$ cat src/rtl/core/cfd_pkg.sv
// Shared types and constants for the checksum frame deframer.
// Status codes of the result stream and configuration register indexes.
// No dependencies.
package cfd_pkg;

	typedef logic [2:0] status_t;
	typedef logic [7:0] byte_t;

	localparam status_t ST_PAYLOAD  = 3'd0;
	localparam status_t ST_ACCEPT   = 3'd1;
	localparam status_t ST_MISMATCH = 3'd2;
	localparam status_t ST_EMPTY    = 3'd3;
	localparam status_t ST_OVERFLOW = 3'd4;

	localparam int CFG_IDX_W = 8;
	typedef logic [CFG_IDX_W-1:0] cfg_idx_t;

	localparam cfg_idx_t CFG_START_BYTE = 8'd0;
	localparam cfg_idx_t CFG_END_BYTE   = 8'd1;

	localparam byte_t START_BYTE_RST = 8'd170;
	localparam byte_t END_BYTE_RST   = 8'd85;

endpackage

$ cat src/rtl/core/cfd_ram.sv
// Generic single-write, single-read RAM with a registered read port.
// Holds the bytes of the open frame. No dependencies.
module cfd_ram #(
	parameter int WIDTH = 8,
	parameter int DEPTH = 64
) (
	input  logic                     clk,
	input  logic                     wr_en,
	input  logic [$clog2(DEPTH)-1:0] wr_addr,
	input  logic [WIDTH-1:0]         wr_data,
	input  logic                     rd_en,
	input  logic [$clog2(DEPTH)-1:0] rd_addr,
	output logic [WIDTH-1:0]         rd_data
);

	logic [WIDTH-1:0] mem_q [DEPTH];

	always_ff @(posedge clk) begin
		if (wr_en) begin
			mem_q[wr_addr] <= wr_data;
		end
		if (rd_en) begin
			rd_data <= mem_q[rd_addr];
		end
	end

endmodule

$ cat src/rtl/core/checksum_frame_deframer.sv
// Top level of the checksum frame deframer: framing, checksum check, replay.
// Depends on cfd_pkg and cfd_ram.
//
// Channel   | Dir | Signals                        | Contents (low bit up)
// ----------+-----+--------------------------------+------------------------------------
// s_axis    | in  | tvalid, tready, tdata[7:0]     | rx_byte
// m_axis    | out | tvalid, tready, tdata[23:0],   | data_byte, computed_sum,
//           |     | tuser[2:0], tlast              | received_sum; tuser = status
// cfg       | in  | cfg_valid, cfg_ready,          | cfg_index 0 start_byte,
//           |     | cfg_index[7:0], cfg_data[7:0]  | 1 end_byte, others ignored
//
// A byte that opens, extends or is ignored by a frame is taken in S_RX.
// A closing end byte takes its own transaction, then the check (S_CHK), then for
// each payload byte a RAM read (S_RD) and an output load (S_PAY), then the final
// status transaction (S_STAT); a mismatched frame skips the payload steps, and an empty
// or overflowed frame also skips the check, going straight to its status.
// The frame RAM port and the single shared 8-bit adder set this sequence.
// Reset is asynchronous; the frame RAM needs no clearing pass.
// A stalled output holds the sequencer in S_PAY or S_STAT, where s_axis_tready is low.
module checksum_frame_deframer #(
	parameter int BUFFER_DEPTH = 64
) (
	input  logic                clk,
	input  logic                arst_n,
	// slave stream
	input  logic                s_axis_tvalid,
	output logic                s_axis_tready,
	input  logic [7:0]          s_axis_tdata,   // [7:0] rx_byte
	// master stream
	output logic                m_axis_tvalid,
	input  logic                m_axis_tready,
	output logic [23:0]         m_axis_tdata,   // [7:0] data_byte, [15:8] computed_sum,
	                                            // [23:16] received_sum
	output cfd_pkg::status_t    m_axis_tuser,   // [2:0] status
	output logic                m_axis_tlast,   // last
	// configuration writes
	input  logic                cfg_valid,
	output logic                cfg_ready,
	input  cfd_pkg::cfg_idx_t   cfg_index,
	input  logic [7:0]          cfg_data
);

	import cfd_pkg::*;

	localparam int ADDR_W = $clog2(BUFFER_DEPTH);
	localparam int CNT_W  = $clog2(BUFFER_DEPTH + 1);

	// sequencer states
	localparam logic [2:0] S_RX   = 3'd0;  // take input bytes
	localparam logic [2:0] S_CHK  = 3'd1;  // subtract checksum byte, compare
	localparam logic [2:0] S_RD   = 3'd2;  // issue RAM read of next payload byte
	localparam logic [2:0] S_PAY  = 3'd3;  // push payload byte out
	localparam logic [2:0] S_STAT = 3'd4;  // push closing status result

	logic [2:0]        state_q;
	logic              in_frame_q;
	logic [CNT_W-1:0]  count_q;
	byte_t             sum_q;
	byte_t             last_q;
	byte_t             start_q;
	byte_t             end_q;
	status_t           pend_q;
	logic [ADDR_W-1:0] rd_idx_q;

	logic              out_valid_q;
	byte_t             out_data_q;
	status_t           out_stat_q;
	byte_t             out_csum_q;
	byte_t             out_rsum_q;
	logic              out_last_q;

	logic    rx_acc;
	logic    is_start;
	logic    is_end;
	logic    full;
	logic    ram_wr;
	logic    ram_rd;
	byte_t   ram_rd_data;
	byte_t   add_b;
	logic    add_cin;
	byte_t   add_y;
	logic    out_free;
	logic    out_load;
	logic    sums_valid;
	logic    last_pay;
	byte_t   out_data_d;
	status_t out_stat_d;
	byte_t   out_csum_d;
	byte_t   out_rsum_d;

	assign s_axis_tready = (state_q == S_RX);
	assign cfg_ready     = 1'b1;

	assign rx_acc   = s_axis_tvalid && s_axis_tready;
	assign is_start = (s_axis_tdata == start_q);
	assign is_end   = (s_axis_tdata == end_q);
	assign full     = (count_q == CNT_W'(BUFFER_DEPTH));
	assign ram_wr   = rx_acc && in_frame_q && !is_end && !full;
	assign ram_rd   = (state_q == S_RD);

	// Shared adder: accumulate on store, subtract the checksum byte on check.
	assign add_b   = (state_q == S_CHK) ? ~last_q : s_axis_tdata;
	assign add_cin = (state_q == S_CHK);
	assign add_y   = sum_q + add_b + 8'(add_cin);

	// Last payload byte when the index reaches payload length minus one.
	assign last_pay = ((CNT_W'(rd_idx_q) + CNT_W'(2)) == count_q);

	assign out_free   = !out_valid_q || m_axis_tready;
	assign out_load   = out_free && ((state_q == S_PAY) || (state_q == S_STAT));
	assign sums_valid = (state_q == S_STAT) && ((pend_q == ST_ACCEPT) || (pend_q == ST_MISMATCH));
	assign out_data_d = (state_q == S_PAY) ? ram_rd_data : 8'd0;
	assign out_stat_d = (state_q == S_PAY) ? ST_PAYLOAD : pend_q;
	assign out_csum_d = sums_valid ? sum_q : 8'd0;
	assign out_rsum_d = sums_valid ? last_q : 8'd0;

	cfd_ram #(
		.WIDTH(8),
		.DEPTH(BUFFER_DEPTH)
	) u_store (
		.clk     (clk),
		.wr_en   (ram_wr),
		.wr_addr (count_q[ADDR_W-1:0]),
		.wr_data (s_axis_tdata),
		.rd_en   (ram_rd),
		.rd_addr (rd_idx_q),
		.rd_data (ram_rd_data)
	);

	// Configuration registers; writes must arrive only while the block is idle (the block does not enforce this).
	always_ff @(posedge clk or negedge arst_n) begin
		if (!arst_n) begin
			start_q <= START_BYTE_RST;
			end_q   <= END_BYTE_RST;
		end else if (cfg_valid && cfg_ready) begin
			unique case (cfg_index)
				CFG_START_BYTE: start_q <= cfg_data;
				CFG_END_BYTE:   end_q   <= cfg_data;
				default: ;
			endcase
		end
	end

	// Sequencer.
	always_ff @(posedge clk or negedge arst_n) begin
		if (!arst_n) begin
			state_q    <= S_RX;
			in_frame_q <= 1'b0;
			count_q    <= '0;
			sum_q      <= '0;
			last_q     <= '0;
			pend_q     <= ST_EMPTY;
			rd_idx_q   <= '0;
		end else begin
			unique case (state_q)
				S_RX: begin
					if (rx_acc) begin
						if (!in_frame_q) begin
							// open a frame on the start byte, drop everything else
							if (is_start) begin
								in_frame_q <= 1'b1;
								count_q    <= '0;
								sum_q      <= '0;
							end
						end else if (!is_end) begin
							if (!full) begin
								count_q <= count_q + 1'b1;
								sum_q   <= add_y;
								last_q  <= s_axis_tdata;
							end else begin
								// frame runs past the buffer: drop it
								in_frame_q <= 1'b0;
								pend_q     <= ST_OVERFLOW;
								state_q    <= S_STAT;
							end
						end else begin
							in_frame_q <= 1'b0;
							if (count_q == '0) begin
								pend_q  <= ST_EMPTY;
								state_q <= S_STAT;
							end else begin
								state_q <= S_CHK;
							end
						end
					end
				end
				S_CHK: begin
					// sum_q now holds the sum of all held bytes, last_q the checksum byte
					sum_q <= add_y;
					if (add_y != last_q) begin
						pend_q  <= ST_MISMATCH;
						state_q <= S_STAT;
					end else if (count_q == CNT_W'(1)) begin
						pend_q  <= ST_ACCEPT;
						state_q <= S_STAT;
					end else begin
						rd_idx_q <= '0;
						state_q  <= S_RD;
					end
				end
				S_RD: begin
					state_q <= S_PAY;
				end
				S_PAY: begin
					if (out_free) begin
						if (last_pay) begin
							pend_q  <= ST_ACCEPT;
							state_q <= S_STAT;
						end else begin
							rd_idx_q <= rd_idx_q + 1'b1;
							state_q  <= S_RD;
						end
					end
				end
				S_STAT: begin
					if (out_free) begin
						count_q <= '0;
						sum_q   <= '0;
						state_q <= S_RX;
					end
				end
				default: begin
					state_q <= S_RX;
				end
			endcase
		end
	end

	// Output register: valid flag under reset, payload without.
	always_ff @(posedge clk or negedge arst_n) begin
		if (!arst_n) begin
			out_valid_q <= 1'b0;
		end else if (out_load) begin
			out_valid_q <= 1'b1;
		end else if (m_axis_tready) begin
			out_valid_q <= 1'b0;
		end
	end

	always_ff @(posedge clk) begin
		if (out_load) begin
			out_data_q <= out_data_d;
			out_stat_q <= out_stat_d;
			out_csum_q <= out_csum_d;
			out_rsum_q <= out_rsum_d;
			out_last_q <= (state_q == S_STAT);
		end
	end

	assign m_axis_tvalid = out_valid_q;
	assign m_axis_tdata  = {out_rsum_q, out_csum_q, out_data_q};
	assign m_axis_tuser  = out_stat_q;
	assign m_axis_tlast  = out_last_q;

`ifndef ASSERT_OFF
	// The fill count never passes the buffer depth.
	a_count_bound: assert property (@(posedge clk) disable iff (!arst_n)
		count_q <= CNT_W'(BUFFER_DEPTH))
		else $error("fill count beyond buffer depth");

	// A non-empty frame closed by the end byte goes to the checksum check.
	a_end_to_chk: assert property (@(posedge clk) disable iff (!arst_n)
		(rx_acc && in_frame_q && is_end && (count_q != '0)) |=> (state_q == S_CHK))
		else $error("closing end byte did not start the check");

	// Payload replay runs only after the frame has closed.
	a_replay_closed: assert property (@(posedge clk) disable iff (!arst_n)
		((state_q == S_RD) || (state_q == S_PAY)) |-> !in_frame_q)
		else $error("payload replay while a frame is open");

	// Payload transactions never carry last.
	a_payload_not_last: assert property (@(posedge clk) disable iff (!arst_n)
		(m_axis_tvalid && (m_axis_tuser == ST_PAYLOAD)) |-> !m_axis_tlast)
		else $error("payload transaction marked last");
`endif

endmodule

$ cat config.mk
export PLATFORM = sky130hd
export DESIGN_NAME = checksum_frame_deframer
export DESIGN_NICKNAME = d
export VERILOG_FILES = /design/src/rtl/core/cfd_pkg.sv /design/src/rtl/core/cfd_ram.sv /design/src/rtl/core/checksum_frame_deframer.sv
export SDC_FILE = /design/constraint.sdc
export NUM_CORES = 1
export LEC_CHECK = 0
export BUFFER_PORTS_ARGS = -buffer_cell sky130_fd_sc_hd__buf_2
export CAP_MARGIN = 20
export CORE_UTILIZATION = 30
export DETAILED_ROUTE_END_ITERATION = 8
export HOLD_SLACK_MARGIN = 0.08
export PLACE_DENSITY_LB_ADDON = 0.2
export SLEW_MARGIN = 25
export SYNTH_ARGS = -nofsm -noshare
export SYNTH_HDL_FRONTEND = slang
export SYNTH_SLANG_ARGS = --single-unit
$ cat constraint.sdc
create_clock -name clk -period 8.78 [get_ports clk]
set_clock_uncertainty 0.15 [all_clocks]
set_input_delay 0.439 -clock clk [delete_from_list [all_inputs] [get_ports clk]]
set_output_delay 0.439 -clock clk [all_outputs]
set_load 0.02 [all_outputs]
==> impl_results.md <==
* Fill cells at 7,658
* CTS Sinks at 601
* Crit path DAT at 5780 ps
* Switching pwr at 1.722 mW
* Design area at 0.02815 mm²
* Yosys warns at 0
* Slew Viols, Final at 0
* Slew headroom at 28.08%
* Number of DRC markers in iteration 0 at 1,146
* Post-synth EDFFs at 548
* Largest net degree at the start of global routing at 66
* DR WL/cell at 23.75 µm
* FP Rows at 104
* Power share of the sequential group at 49.8%
* Via count at 12,800
* Core area at 0.08094 mm²
* Setup TNS at 0 ps
* CP cell instances: or3b_1 > inv_1 > nor2_1 > a21oi_1 > inv_1 > fa_1 > fa_1 > xor2_1 > nand2_1 > a221oi_2 > nand4_1 > or4_1 > o31ai_2 > o211ai_1
* Final hold vios at 0
* Die Y at 288.7 µm
* Largest cells by area after synthesis: edfxtp_1 (67%), mux4_2 (10%), dfrtp_1 (4.4%), mux2i_1 (3.3%), nor2_1 (1.3%)
* CTS tree: yes
* PD cells at 237.2 mW/mm²
* Vias in the first global route at 13,280
* Placer Congestion at 0.7959
* Post-Synthesis Cells at 1,379
* Status: finished clean
* Num ports at 60
* Crit path buffers/inverters at 2
* Syn_area_per_cell at 17.89 µm²
* #FFs+latches synth at 601
* Layout area overhead at 14.15%
* CP Class: reg -> reg
* Power Internal at 4.957 mW
* Count of different cell masters after synthesis at 73
* Netlist Area Pre-Place at 0.02466 mm²
* Largest area contributor in the netlist: edfxtp_1
* Slowest-stage cell, CP: o31ai_2
* Leakage at 9.543 nW
* Initial core utilization at 30.47%
* Worst setup SP type: register
* WHS at 121.1 ps
* Total GRT Usage at 14.83%
* Worst vdd ir at 0.1609 mV
* # setup viols final at 0
* Depth of the CTS H-tree at 2
* Final WL at 60,970 µm
* Placed cells at 2,446
* Max frequency at 183.0 MHz
* Final ANT Viol Nets at 0
* Async set-reset flop share out of synthesis at 8.819%
* Die ar. at 0.08337 mm²
* Placed cell area at 0.02617 mm²
* Family with the most delay on the worst path: simple AND/OR/NAND/NOR gates
* Pre-Repair DR Iteration Count at 5
* Vias per inst at 4.986
* Combinational share of power at 13.0%
* HPWL after detailed placement at 37,280 µm
* Syn_nets at 1,423
* Residual DRC at 0
* Share of cells above drive strength 1 at 22.51%
* Prevailing post-synth register cell: edfxtp_1
* Crit share post-route at 62.22%
* Top cell type's share of synthesized area at 66.72%
* Crit-path max FO at 21
* Final Non-Filler Cells at 2,567
* Worst-Margin Slew at 1079 ps
* Fin crit period at 5463 ps
* Clock-pin slew on the worst setup and hold paths at 60 ps
* Critical Path End Type: register
* Root Buffer: clkbuf_16
* Max-cap violations at 0
* CTS max path bufs at 3
* Hold Path Class: in -> reg
* Clock power share at 37.1%
* Global-route wire length before repair at 90,790 µm
* Chip Width at 288.7 µm
* Largest stage delay, worst path at 840 ps
* Initial antenna violation count at 2
* Nets at 1,504
* RSZ-0062 raised after global routing: no
* CTS Buf Count at 61
* GRT Residual Overflow at 0
* Switching Fraction at 25.79%
* Required @ worst endpoint at 9100 ps
* Seq/Total Area, Yosys at 72.15%
* Worst skew pair latency at 640 ps
* I/O Buffers at 58
[worst register-to-register path: cells and delay by family (launching register included)]
family	cells	cell delay, ps
AO/OA/AOI/OAI	4	1380
XOR/XNOR	1	160
adder cells (fa/ha/maj)	2	1020
buffers and inverters	2	440
flip-flops	1	560
AND/OR/NAND/NOR	5	1580
[metal layers]
layer | vias up | routed length [µm] | track usage [%]
li1 | 5665 | - | -
met4 | 0 | 1931 | 4.974
met2 | 326 | 28310 | 23.18
met1 | 6725 | 27760 | 21.01
met3 | 83 | 2973 | 2.385
met5 | - | 0 | 0
[state kept, by name, summed over array words and instances (netlist names)]
| signal | flops |
|---|---|
| sum_q | 8 |
| u_store.rd_data | 8 |
| m_axis_tlast | 1 |
| state_q | 3 |
| u_store.mem_q | 512 |
| out_csum_q | 8 |
| in_frame_q | 1 |
| m_axis_tvalid | 1 |
| out_data_q | 8 |
| out_rsum_q | 8 |
| count_q | 7 |
| start_q | 8 |
| rd_idx_q | 6 |
| end_q | 8 |
| m_axis_tuser | 3 |
| last_q | 8 |
| pend_q | 3 |
[through the flow]
| step | power [mW] | utilization [%] | setup WS (ps) |
|---|---|---|---|
| after detailed placement | 4.266 | 32.33 | 3344 |
| after global routing | 6.949 | 34.79 | 2973 |
| after CTS | 6.755 | 34.78 | 3328 |
| final | 6.679 | 34.79 | 3317 |
| after global placement | 4.256 | 32.32 | 3365 |
| after floorplan | 3.965 | - | 4497 |
[placed cells by master, fill, tap and decap left out, types with 5 or more instances in the layout]
| cell type | netlist | layout |
|---|---|---|
| o221ai_1 | 18 | 18 |
| nand2_1 | 47 | 47 |
| nand3_1 | 25 | 25 |
| mux2_2 | 24 | 24 |
| ha_1 | 13 | 13 |
| clkinv_2 | 0 | 19 |
| and2_1 | 27 | 27 |
| nor2_1 | 87 | 85 |
| edfxtp_1 | 548 | 548 |
| clkbuf_1 | 38 | 10 |
| o22ai_1 | 7 | 7 |
| a31oi_1 | 8 | 8 |
| dlygate4sd3_1 | 0 | 11 |
| nand4_1 | 6 | 6 |
| dfstp_2 | 10 | 10 |
| xnor2_1 | 21 | 21 |
| buf_4 | 2 | 26 |
| mux2i_1 | 81 | 81 |
| nor4_1 | 9 | 9 |
| a21oi_1 | 22 | 21 |
| nand2b_1 | 6 | 6 |
| a211oi_1 | 8 | 8 |
| dfrtp_1 | 43 | 41 |
| clkinv_1 | 1 | 11 |
| inv_1 | 21 | 21 |
| mux4_2 | 112 | 112 |
| clkbuf_16 | 0 | 61 |
| o21ai_0 | 51 | 51 |
| a32o_1 | 6 | 6 |
| or3_1 | 5 | 5 |
| nor3_1 | 11 | 9 |
| xor2_1 | 16 | 16 |
| buf_2 | 26 | 58 |
| o211ai_1 | 8 | 8 |
[path summary, 6_finish.rpt]
| kind | startpoint | endpoint | slack (ps) | cells past startpoint |
|---|---|---|---|---|
| min in group asynchronous | arst_n | end_q[5] | 330 | 3 |
| max in group asynchronous | arst_n | rd_idx_q[1] | 7550 | 3 |
| setup / recovery | state_q[0] | state_q[2] | 3320 | 14 |
| hold / removal | s_axis_tdata[2] | u_store.mem_q[60][2] | 120 | 1 |
| hold reg to reg | pend_q[0] | pend_q[0] | 340 | 2 |
| setup reg to reg | state_q[0] | state_q[2] | 3320 | 14 |
[cells in the mapped netlist, types with 13 or more instances]
library cell,n
o21ai_0,51
xor2_1,16
a21oi_1,22
edfxtp_1,548
o221ai_1,18
and2_1,27
ha_1,13
nor2_1,87
nand3_1,25
clkbuf_1,38
dfrtp_1,43
mux4_2,112
mux2i_1,81
mux2_2,24
inv_1,21
buf_2,26
nand2_1,47
xnor2_1,21
[timing repair]
item	CTS	global route
hold endpoints to repair	62	0
hold buffers	11	0
setup buffers	0	0
gates resized for setup	0	0
[area by class of cell]
cell class              count  area [µm²]  area share, %
clock buffers              71        1564          5.555
multi-input cells         679        6476          23.00
repair buffers             95       595.6          2.115
diodes                      1       2.502       0.008888
well taps                1060        1326          4.711
inverters                  22       82.58         0.2933
clock inverters            38       305.3          1.084
flip-flops and latches    601       17800          63.23
[power by group through the flow]
stage	registers, mW	logic (mW)	clock network [mW]
final	3.33	0.870	2.48
after global routing	3.34	0.954	2.65
after CTS	3.33	0.880	2.54
after detailed placement	3.39	0.874	0
after global placement	3.39	0.867	0
after floorplan	3.40	0.569	0
[cells by family (layout without fill, tap and decap cells)]
| kind of cell | count (synthesis) | after routing | synth area share (%) |
|---|---|---|---|
| muxes | 217 | 217 | 14.61 |
| other | 1 | 2 | 0.01520 |
| xor gates and xnor gates | 39 | 39 | 1.446 |
| buffers and inverters | 99 | 226 | 1.699 |
| adders and majority gates | 15 | 15 | 0.8218 |
| DFF | 601 | 601 | 72.15 |
| and+or+nand+nor | 247 | 247 | 4.870 |
| AOI/OAI and AO/OA | 160 | 160 | 4.393 |
Note: power is estimated with default switching activity, not from simulation.
